==> config.mk <==
export PLATFORM = sky130hd
export DESIGN_NAME = json_string_unescaper
export DESIGN_NICKNAME = d
export VERILOG_FILES = /design/src/design/jsu_pkg.sv /design/src/design/json_string_unescaper.sv /design/src/design/jsu_in_stage.sv /design/src/design/jsu_core.sv /design/src/design/jsu_out_stage.sv
export SDC_FILE = /design/constraint.sdc
export NUM_CORES = 1
export LEC_CHECK = 0
export BUFFER_PORTS_ARGS = -buffer_cell sky130_fd_sc_hd__buf_2
export CAP_MARGIN = 40
export CORE_ASPECT_RATIO = 0.75
export CORE_MARGIN = 3
export CORE_UTILIZATION = 53
export CTS_CLUSTER_DIAMETER = 150
export CTS_CLUSTER_SIZE = 8
export DETAILED_ROUTE_END_ITERATION = 8
export PLACE_DENSITY = 0.85
export SLEW_MARGIN = 20
export SYNTH_ARGS = -nofsm -noshare
export SYNTH_HDL_FRONTEND = slang
export SYNTH_SLANG_ARGS = --single-unit
==> constraint.sdc <==
create_clock -name clk -period 5.04 [get_ports clk]
set_input_delay 1.008 -clock clk [delete_from_list [all_inputs] [get_ports clk]]
set_output_delay 1.008 -clock clk [all_outputs]
set_load 0.1 [all_outputs]
==> src/design/jsu_pkg.sv <==
`default_nettype none

package jsu_pkg;

    localparam int DEFAULT_COUNT_WIDTH = 16;
    localparam int FIELD_COUNT_WIDTH = 16;

    localparam logic [7:0] CH_NUL       = 8'h00;
    localparam logic [7:0] CH_QUOTE     = 8'h22;
    localparam logic [7:0] CH_BACKSLASH = 8'h5C;
    localparam logic [7:0] CH_SLASH     = 8'h2F;
    localparam logic [7:0] CH_B         = 8'h62;
    localparam logic [7:0] CH_F         = 8'h66;
    localparam logic [7:0] CH_N         = 8'h6E;
    localparam logic [7:0] CH_R         = 8'h72;
    localparam logic [7:0] CH_T         = 8'h74;
    localparam logic [7:0] CH_U         = 8'h75;

    localparam logic [7:0] BYTE_BS  = 8'h08;
    localparam logic [7:0] BYTE_FF  = 8'h0C;
    localparam logic [7:0] BYTE_LF  = 8'h0A;
    localparam logic [7:0] BYTE_CR  = 8'h0D;
    localparam logic [7:0] BYTE_TAB = 8'h09;

    localparam logic [2:0] HEX_DIGITS = 3'd4;

    typedef enum logic [1:0] {
        MODE_WAIT,
        MODE_BODY,
        MODE_ESC,
        MODE_HEX
    } mode_t;

    typedef enum logic [1:0] {
        KIND_DATA = 2'd0,
        KIND_DONE = 2'd1,
        KIND_ERR  = 2'd2
    } kind_t;

    typedef enum logic [2:0] {
        ERR_NONE         = 3'd0,
        ERR_NO_QUOTE     = 3'd1,
        ERR_BAD_ESCAPE   = 3'd2,
        ERR_BAD_HEX      = 3'd3,
        ERR_OVER_RANGE   = 3'd4,
        ERR_UNTERMINATED = 3'd5
    } err_t;

    typedef struct packed {
        kind_t                        kind;
        logic [7:0]                   data_byte;
        err_t                         error_code;
        logic [FIELD_COUNT_WIDTH-1:0] decoded_count;
        logic [FIELD_COUNT_WIDTH-1:0] consumed_count;
    } result_t;

    // Bit 4 flags a valid hex digit, bits 3:0 carry its value.
    function automatic logic [4:0] hex_digit(input logic [7:0] b);
        logic [4:0] r;
        r = 5'd0;
        if (b inside {[8'h30:8'h39]}) begin
            r = {1'b1, 4'(b - 8'h30)};
        end
        else if (b inside {[8'h61:8'h66]}) begin
            r = {1'b1, 4'(b - 8'h57)};
        end
        else if (b inside {[8'h41:8'h46]}) begin
            r = {1'b1, 4'(b - 8'h37)};
        end
        return r;
    endfunction

endpackage

`default_nettype wire

==> src/design/json_string_unescaper.sv <==
// Decodes JSON quoted strings at one source byte per clock cycle while the
// output is not stalled. Each accepted byte goes into an input register and is
// decoded, once the output slot is free, into the result register, so a new
// byte is taken every cycle while the result side keeps up; the decode
// of the scan state bounds the rate. A string starts with the
// opening quote; plain bytes and finished escapes give a data item, the
// backslash and the bytes of a \u escape give none until the escape ends, the
// closing quote gives a done item with the decoded and consumed counts, and
// every failure gives an error item and returns the block to waiting for an
// opening quote. Counts saturate at 2**COUNT_WIDTH - 1 and their low 16 bits
// are reported.
`default_nettype none

module json_string_unescaper
    import jsu_pkg::*;
#(
    parameter int COUNT_WIDTH = DEFAULT_COUNT_WIDTH
)
(
    input  wire logic        clk,
    input  wire logic        rst_n,
    input  wire logic        in_valid,
    output logic             in_stall,
    input  wire logic [7:0]  in_byte,
    output logic             out_valid,
    input  wire logic        out_stall,
    output logic [1:0]       kind,
    output logic [7:0]       data_byte,
    output logic [2:0]       error_code,
    output logic [15:0]      decoded_count,
    output logic [15:0]      consumed_count
);

    logic       item_valid;
    logic [7:0] item_byte;
    logic       slot_free;
    logic       fire;
    logic       res_valid;
    result_t    res;
    result_t    out_res;

    assign fire = item_valid && slot_free;

    jsu_in_stage u_in_stage (
        .clk        (clk),
        .rst_n      (rst_n),
        .in_valid   (in_valid),
        .in_stall   (in_stall),
        .in_byte    (in_byte),
        .advance    (fire),
        .item_valid (item_valid),
        .item_byte  (item_byte)
    );

    jsu_core #(
        .COUNT_WIDTH (COUNT_WIDTH)
    ) u_core (
        .clk       (clk),
        .rst_n     (rst_n),
        .fire      (fire),
        .item_byte (item_byte),
        .res_valid (res_valid),
        .res       (res)
    );

    jsu_out_stage u_out_stage (
        .clk       (clk),
        .rst_n     (rst_n),
        .load      (fire && res_valid),
        .res       (res),
        .slot_free (slot_free),
        .out_valid (out_valid),
        .out_stall (out_stall),
        .out_res   (out_res)
    );

    assign kind           = out_res.kind;
    assign data_byte      = out_res.data_byte;
    assign error_code     = out_res.error_code;
    assign decoded_count  = out_res.decoded_count;
    assign consumed_count = out_res.consumed_count;

    assert property (@(posedge clk) disable iff (!rst_n)
        out_valid && kind == KIND_DATA |->
            error_code == ERR_NONE && decoded_count == 16'd0 && consumed_count == 16'd0)
    else $error("data item carries status fields");

    assert property (@(posedge clk) disable iff (!rst_n)
        out_valid && kind == KIND_ERR |-> error_code != ERR_NONE && data_byte == 8'd0)
    else $error("error item without an error code");

    assert property (@(posedge clk) disable iff (!rst_n)
        out_valid && kind == KIND_DONE |->
            consumed_count >= 16'd2 && decoded_count <= consumed_count)
    else $error("done item with inconsistent counts");

endmodule

`default_nettype wire

==> src/design/jsu_in_stage.sv <==
`default_nettype none

module jsu_in_stage
    import jsu_pkg::*;
(
    input  wire logic       clk,
    input  wire logic       rst_n,
    input  wire logic       in_valid,
    output logic            in_stall,
    input  wire logic [7:0] in_byte,
    input  wire logic       advance,
    output logic            item_valid,
    output logic [7:0]      item_byte
);

    logic       valid_reg;
    logic [7:0] byte_reg;

    assign in_stall   = valid_reg && !advance;
    assign item_valid = valid_reg;
    assign item_byte  = byte_reg;

    always_ff @(posedge clk or negedge rst_n)
    begin
        if (!rst_n)
        begin
            valid_reg <= 1'b0;
        end
        else if (in_valid && !in_stall)
        begin
            valid_reg <= 1'b1;
        end
        else if (advance)
        begin
            valid_reg <= 1'b0;
        end
    end

    always_ff @(posedge clk)
    begin
        if (in_valid && !in_stall)
        begin
            byte_reg <= in_byte;
        end
    end

endmodule

`default_nettype wire

==> src/design/jsu_core.sv <==
`default_nettype none

module jsu_core
    import jsu_pkg::*;
#(
    parameter int COUNT_WIDTH = DEFAULT_COUNT_WIDTH
)
(
    input  wire logic       clk,
    input  wire logic       rst_n,
    input  wire logic       fire,
    input  wire logic [7:0] item_byte,
    output logic            res_valid,
    output result_t         res
);

    mode_t                  mode_reg, mode_next;
    logic [15:0]            hex_reg, hex_next;
    logic [2:0]             digits_reg, digits_next;
    logic [COUNT_WIDTH-1:0] dec_reg, dec_next, dec_inc;
    logic [COUNT_WIDTH-1:0] con_reg, con_next, con_inc;
    logic [4:0]             hd;
    logic                   put_en, err_en, done_en;
    logic [7:0]             put_val;
    err_t                   err_code;

    assign hd      = hex_digit(item_byte);
    assign dec_inc = (&dec_reg) ? dec_reg : dec_reg + COUNT_WIDTH'(1);
    assign con_inc = (&con_reg) ? con_reg : con_reg + COUNT_WIDTH'(1);

    always_comb
    begin
        mode_next   = mode_reg;
        hex_next    = hex_reg;
        digits_next = digits_reg;
        dec_next    = dec_reg;
        con_next    = con_reg;
        put_en      = 1'b0;
        put_val     = 8'd0;
        err_en      = 1'b0;
        err_code    = ERR_NONE;
        done_en     = 1'b0;
        case (mode_reg)
            MODE_BODY:
            begin
                if (item_byte == CH_NUL)
                begin
                    err_en   = 1'b1;
                    err_code = ERR_UNTERMINATED;
                end
                else
                begin
                    con_next = con_inc;
                    if (item_byte == CH_QUOTE)
                    begin
                        mode_next = MODE_WAIT;
                        done_en   = 1'b1;
                    end
                    else if (item_byte == CH_BACKSLASH)
                    begin
                        mode_next = MODE_ESC;
                    end
                    else
                    begin
                        put_en  = 1'b1;
                        put_val = item_byte;
                    end
                end
            end
            MODE_ESC:
            begin
                if (item_byte == CH_NUL)
                begin
                    err_en   = 1'b1;
                    err_code = ERR_UNTERMINATED;
                end
                else
                begin
                    con_next = con_inc;
                    put_en   = 1'b1;
                    case (item_byte)
                        CH_QUOTE:     put_val = CH_QUOTE;
                        CH_BACKSLASH: put_val = CH_BACKSLASH;
                        CH_SLASH:     put_val = CH_SLASH;
                        CH_B:         put_val = BYTE_BS;
                        CH_F:         put_val = BYTE_FF;
                        CH_N:         put_val = BYTE_LF;
                        CH_R:         put_val = BYTE_CR;
                        CH_T:         put_val = BYTE_TAB;
                        CH_U:
                        begin
                            put_en      = 1'b0;
                            hex_next    = 16'd0;
                            digits_next = 3'd0;
                            mode_next   = MODE_HEX;
                        end
                        default:
                        begin
                            put_en   = 1'b0;
                            err_en   = 1'b1;
                            err_code = ERR_BAD_ESCAPE;
                        end
                    endcase
                end
            end
            MODE_HEX:
            begin
                if (item_byte == CH_NUL)
                begin
                    err_en   = 1'b1;
                    err_code = ERR_UNTERMINATED;
                end
                else if (!hd[4])
                begin
                    err_en   = 1'b1;
                    err_code = ERR_BAD_HEX;
                end
                else
                begin
                    con_next    = con_inc;
                    hex_next    = {hex_reg[11:0], hd[3:0]};
                    digits_next = digits_reg + 3'd1;
                    if (digits_next == HEX_DIGITS)
                    begin
                        if (hex_next[15:8] != 8'd0)
                        begin
                            err_en   = 1'b1;
                            err_code = ERR_OVER_RANGE;
                        end
                        else
                        begin
                            put_en  = 1'b1;
                            put_val = hex_next[7:0];
                        end
                    end
                end
            end
            default:
            begin
                if (item_byte != CH_QUOTE)
                begin
                    err_en   = 1'b1;
                    err_code = ERR_NO_QUOTE;
                end
                else
                begin
                    mode_next   = MODE_BODY;
                    dec_next    = '0;
                    con_next    = COUNT_WIDTH'(1);
                    hex_next    = 16'd0;
                    digits_next = 3'd0;
                end
            end
        endcase

        if (put_en)
        begin
            dec_next  = dec_inc;
            mode_next = MODE_BODY;
        end
        if (err_en)
        begin
            mode_next = MODE_WAIT;
        end

        res_valid = put_en || err_en || done_en;
        res       = '0;
        if (put_en)
        begin
            res.kind      = KIND_DATA;
            res.data_byte = put_val;
        end
        else if (err_en)
        begin
            res.kind       = KIND_ERR;
            res.error_code = err_code;
        end
        else if (done_en)
        begin
            res.kind           = KIND_DONE;
            res.decoded_count  = FIELD_COUNT_WIDTH'(dec_reg);
            res.consumed_count = FIELD_COUNT_WIDTH'(con_inc);
        end
    end

    always_ff @(posedge clk or negedge rst_n)
    begin
        if (!rst_n)
        begin
            mode_reg   <= MODE_WAIT;
            hex_reg    <= 16'd0;
            digits_reg <= 3'd0;
            dec_reg    <= '0;
            con_reg    <= '0;
        end
        else if (fire)
        begin
            mode_reg   <= mode_next;
            hex_reg    <= hex_next;
            digits_reg <= digits_next;
            dec_reg    <= dec_next;
            con_reg    <= con_next;
        end
    end

endmodule

`default_nettype wire

==> src/design/jsu_out_stage.sv <==
`default_nettype none

module jsu_out_stage
    import jsu_pkg::*;
(
    input  wire logic     clk,
    input  wire logic     rst_n,
    input  wire logic     load,
    input  wire result_t  res,
    output logic          slot_free,
    output logic          out_valid,
    input  wire logic     out_stall,
    output result_t       out_res
);

    logic    valid_reg;
    result_t res_reg;

    assign slot_free = !valid_reg || !out_stall;
    assign out_valid = valid_reg;
    assign out_res   = res_reg;

    always_ff @(posedge clk or negedge rst_n)
    begin
        if (!rst_n)
        begin
            valid_reg <= 1'b0;
        end
        else if (load)
        begin
            valid_reg <= 1'b1;
        end
        else if (!out_stall)
        begin
            valid_reg <= 1'b0;
        end
    end

    always_ff @(posedge clk)
    begin
        if (load)
        begin
            res_reg <= res;
        end
    end

endmodule

`default_nettype wire

# ---- Word-level counts from Yosys, hierarchy flattened
# Index checks and enable logic that the tools add are counted.
# W data, S select, Z words.
dict set report totals {
  mem_bits_ro 0
  mem_count 0
  elab_cells 170
  in_bits 12
  ff_bits 104
  output_inout_bits 47
  ramBits 0
  latch_bits 0
}
dict set report op_classes {
  mux 80
  reduce_logical 30
  shifts 0
  eq_ne 31
  n_addsub 6
  bitwise 3
  mul 0
  order_cmp 6
  div_mod_pow 0
}
# operator n
set ops {}
lappend ops {{$mux W16} 9}
lappend ops {{$mux W8} 8}
lappend ops {{$eq A8 B7 Y1 const B} 7}
lappend ops {{$pmux W7 S8} 1}
lappend ops {{$mux W12} 4}
lappend ops {{$pmux W12 S3} 1}
lappend ops {{$mux W3} 11}
lappend ops {{$add A16 B1 Y16 const B} 2}
lappend ops {{$pmux W16 S2} 1}
lappend ops {{$reduce_and A16 Y1} 2}
lappend ops {{$mux W1} 26}
lappend ops {{$pmux W8 S3} 1}
lappend ops {{$mux W2} 10}
lappend ops {{$pmux W3 S3} 2}
lappend ops {{$eq A8 B6 Y1 const B} 2}
lappend ops {{$ge A8 B7 Y1 const B} 2}
lappend ops {{$le A8 B7 Y1 const B} 2}
lappend ops {{$mux W5} 3}
lappend ops {{$reduce_and A7 Y1} 2}
lappend ops {{$ne A4 B2 Y1 const B} 3}
lappend ops {{$ne A2 B2 Y1 const B} 5}
lappend ops {{$reduce_or A9 Y1} 1}
lappend ops {{$ge A8 B6 Y1 const B} 1}
lappend ops {{$le A8 B6 Y1 const B} 1}
lappend ops {{other kinds (26)} 49}

# ---- Longest topological paths before layout
dict set report logic_depth {
  ltp_word 12
  mapped_depth 12
  mapped_depth_nobuf 10
}

# ---- Modules after synthesis
# Synthesis repeated with hierarchy kept, for this count alone.
dict set report hier_totals {
  cells_unflattened 543
  area_unflattened_um2 5546.6
}
# mod n_inst seq_area_each_um2 cells_each area_per_inst_um2
set by_module_without_submodules {}
lappend by_module_without_submodules {jsu_core 1 1226.2 480 3848.7}
lappend by_module_without_submodules {jsu_out_stage 1 1376.3 48 1387.6}
lappend by_module_without_submodules {jsu_in_stage 1 265.3 13 297.8}
lappend by_module_without_submodules {json_string_unescaper 1 0.0 2 12.5}

# ---- Worst setup path before layout
# No wires, ideal clock.
dict set report synth_timing {
  path_kind {reg2reg}
  start {reg u_in_stage.byte_reg[0] (netlist: u_in_stage.item_byte[0])}
  end {reg u_out_stage.res_reg (netlist bit u_out_stage.out_res[0]), enable pin}
  setup_slack_ns 0.155
  t_arrival_ns 4.422
  stages_incl_launch_ff 10
  synth_period_minus_slack_ns 4.885
  path_buffers 0
  required_ns 4.578
  cell_sequence {edfxtp_1 -> inv_1 -> ha_1 -> nor3b_2 -> a2111oi_4 -> o311a_4 -> o221a_4 -> nor2_2 -> nor2_1 -> a21oi_1}
}
dict set report synth_between {
  elab_chain_len 11
}
# element line
set synth_rtl {}
lappend synth_rtl {{from (decl)} jsu_in_stage.sv:17} ;# logic [7:0] byte_reg;
lappend synth_rtl {{from (signal assigned)} jsu_in_stage.sv:43} ;# byte_reg <= in_byte;
lappend synth_rtl {{$ge A8 B7 Y1 or $le A8 B7 Y1 (tied branches)} jsu_pkg.sv:67} ;# else if (b inside {[8'h41:8'h46]}) begin
lappend synth_rtl {{$logic_and A1 B1 Y1} jsu_pkg.sv:67}
lappend synth_rtl {{$mux W5} jsu_pkg.sv:67}
lappend synth_rtl {{$mux W5} jsu_pkg.sv:64} ;# else if (b inside {[8'h61:8'h66]}) begin
lappend synth_rtl {{$mux W5} jsu_pkg.sv:61} ;# if (b inside {[8'h30:8'h39]}) begin
lappend synth_rtl {{$mux W1} jsu_core.sv:113} ;# else if (!hd[4])
lappend synth_rtl {{$mux W1} jsu_core.sv:108} ;# if (item_byte == CH_NUL)
lappend synth_rtl {{$pmux W1 S3} jsu_core.sv:43} ;# case (mode_reg)
lappend synth_rtl {{$logic_or A1 B1 Y1} jsu_core.sv:166} ;# res_valid = put_en || err_en || done_en;
lappend synth_rtl {{$logic_or A1 B1 Y1 (*)} jsu_core.sv:166}
lappend synth_rtl {{$logic_and A1 B1 Y1 (*)} json_string_unescaper.sv:69} ;# .load (fire && res_valid),
lappend synth_rtl {{net u_out_stage.load} jsu_out_stage.sv:8} ;# input wire logic load,
lappend synth_rtl {{to (signal assigned)} jsu_out_stage.sv:43} ;# res_reg <= res;
lappend synth_rtl {{to (decl)} jsu_out_stage.sv:17} ;# result_t res_reg;
# The timed path passes the listed nets; every way through them passes the cells marked *.
# A chain may end at the register's enable or synchronous reset.

# ---- Final worst setup path
dict set report layout_timing {
  start {reg u_in_stage.byte_reg[0] (netlist: u_in_stage.item_byte[0])}
  end {reg u_out_stage.res_reg (netlist bit u_out_stage.out_res[35]), enable pin}
}
# Same word-level chain as after synthesis.

==> qor.yml <==
timing:
  clock.fmax_ghz: 0.268
  skew_ns: 0.00671
  relSlewSlack_pct: 46.4
  rsz0062_at_grt: "false"
  period_needed_ns: 3.73
  setup-tns-final_ns: 0
  setup_violations: 0
  holdWs_ns: 0.482
  max_slew.worst_pin.slew_ns: 0.796
  finalMaxSlewViolations: 0
  fin_crit_sh_pct: 74.0
  hold_viol: 0
min_path:
  hold_start: "u_core.digits_reg[2]$_DFFE_PN0P_"
  whs_path_depth: 2
  worstHoldEndpoint: "u_core.digits_reg[2]$_DFFE_PN0P_"
  hold_class: "reg2reg"
yosys:
  ys_warn_count: 0
  yosysSeqAreaShare_pct: 51.8
  synth-simple-area-share_pct: 21.7
  netlist_area_um2: 5540
  synth-compound-area-share_pct: 15.5
  ys.flop_type: "edfxtp_1"
  synth_nets: 567
  synth_mux_area_share_pct: 1.45
  synth_cells: 541
  synth_top_family_by_area: "simple AND/OR/NAND/NOR gates"
  synth_edf_count: 53
  async_reset_ff_share_pct: 49.0
  ys_types: 70
  avgSynthCellArea_um2: 10.2
  synth_xor_area_share_pct: 2.53
  synth-seq-cells: 104
  synthAdderAreaFrac_pct: 3.16
clock_tree:
  clkTransAtPathRegs_ns: 0.07
  htreeDepth: 3
  postCtsSetupRepairBufs: 0
  cts_tree: "built"
  holdBufCountCts: 0
  cts_resized: 0
  cts_buffer_depth: 2
  cts_buffers: 9
  insertion_delay_ns: 0.34
  root_buffer: "clkbuf_16"
  cts.sinks: 104
routing:
  drc: 0
  drt_iter0_drc: 464
  routedWlPerCell_um: 17.0
  vias: 4418
  dr.pass1.iters: 5
  vias_per_cell: 6.08
  antenna_left: 0
  routed_wl_mm: 12.4
placed_design:
  finalWeightedCongestion: 0.917
  io_buffers: 58
  hpwlAfterDp_mm: 8.94
die:
  die_height_um: 94.5
  die_w_um: 124
  core-area_um2: 9930
  dieArea_um2: 11700
  row_count: 31
  io_pins: 59
  start_util_pct: 55.8
global_routing:
  grt-ovfl-total: 0
  grt_max_degree: 52
  grt_pass1_vias: 4183
  grt_usage_pct: 22.5
  grt_pass1_wl_mm: 20.6
  antenna_found_initial: 0
worst_setup_path:
  crit_fanout: 27
  timing.rr.end: "u_out_stage.out_res[35]$_SDFFCE_PN0P_"
  cp.depth: 10
  worst_ep_arrival_time_ns: 3.77
  start_kind: "flop"
  rrSetupSlack_ns: 1.31
  end_kind: "flop"
  critical_path_class: "reg2reg"
  ff2ff_path_depth: 10
  cp_slowest_cell: "a21oi_4"
  max_stage_delay_ns: 0.56
  critPathBufInv: 2
  cpLargestDelayFamily: "compound AO/OA/AOI/OAI gates"
  rr_startpoint: "u_in_stage.item_byte[0]$_DFFE_PP_"
  cp.required_ns: 5.08
  crit_chain: "inv_1 > ha_1 > nor3b_1 > nand4_1 > o311a_4 > o221a_4 > nor2_2 > nor2_1 > a21oi_4 > buf_12"
layout:
  largest_reg_flops: 45
  most-common-layout-cells: "nand2_1, buf_2, edfxtp_1"
  diodes: 0
  area_growth_pct: 12.2
  final_common_cell: "nand2_1"
  layout.nets: 617
  drive_gt1_share_pct: 17.3
outcome:
  status: "finished clean"
pwr:
  p_total_mw: 1.93
  ir_drop_uv: 210
  p_per_area_nw_per_um2: 310
  leakagePower_nw: 2.47
job:
  cap_viol_max_count: 0
per-stage QoR:
step	cells	instance area, µm²	setup slack, ns	utilization (%)
after floorplan	541	5540	0.155	-
after global placement	710	5910	1.47	59.5
after detailed placement	712	5920	1.38	59.6
after CTS	727	6220	1.33	62.6
after global routing	727	6220	1.04	62.6
final	727	6220	1.31	62.6
final cells by class:
class | count | area (µm²)
sequential | 104 | 2870
clock inverter | 4 | 55.1
tap | 132 | 165
inverter | 20 | 77.6
clock buffer | 11 | 243
fill | 811 | 3710
multi-input combinational | 392 | 2470
timing repair buffer | 64 | 342
worst max path at each step:
stage | startpoint | endpoint | slack, ns
2_1_floorplan | u_in_stage.item_byte[0]$_DFFE_PP_ | u_out_stage.out_res[0]$_SDFFCE_PP0P_ | 0.16
3_5_place_dp | u_in_stage.item_byte[0]$_DFFE_PP_ | u_out_stage.out_res[9]$_SDFFCE_PP0P_ | 1.38
5_1_grt | u_in_stage.item_byte[0]$_DFFE_PP_ | u_out_stage.out_res[35]$_SDFFCE_PN0P_ | 1.04
6_report | u_in_stage.item_byte[0]$_DFFE_PP_ | u_out_stage.out_res[35]$_SDFFCE_PN0P_ | 1.31
4_1_cts | u_in_stage.item_byte[0]$_DFFE_PP_ | u_out_stage.out_res[37]$_SDFFCE_PN0P_ | 1.33
3_3_place_gp | u_in_stage.item_byte[0]$_DFFE_PP_ | u_out_stage.out_res[8]$_SDFFCE_PP0P_ | 1.47
routing by layer:
metal	global-route usage (%)	wire, µm	up-vias
met5	0	0	-
met4	6.65	134	0
met3	5.93	1160	19
met2	33.0	5600	206
met1	33.0	5500	2114
li1	-	-	2079
report_power, final:
group          internal, mW  switching (mW)  leakage, nW
sequential            0.930          0.0246         1.22
clock                 0.397           0.290        0.142
combinational        0.0453           0.239         1.11
cell usage after synthesis (all sizes together), types with 11 or more instances:
cell type,n,area (µm²)
xnor2,11,96.3
inv,20,77.6
clkbuf,15,56.3
nor2,48,183
nor3,16,85.1
and2,19,121
o21ai,39,199
and3,11,68.8
a31oi,12,75.1
nand3,21,105
nand2,65,244
a21oi,22,110
dfrtp,51,1280
o31ai,11,82.6
ha,14,175
edfxtp,53,1590
worst min-delay path, delay by kind of cell (launching register included):
kind             cells  cell delay (ns)
AO/OA/AOI/OAI        1             0.05
flip-flops           1             0.34
AND/OR/NAND/NOR      1             0.05
cells by family after synthesis:
family,count (synthesis)
adder cells (fa/ha/maj),14
buffers and inverters,45
XOR/XNOR,16
AO/OA/AOI/OAI,123
flip-flops,104
multiplexers,8
AND/OR/NAND/NOR,231
(Power assumes the default switching activity.)
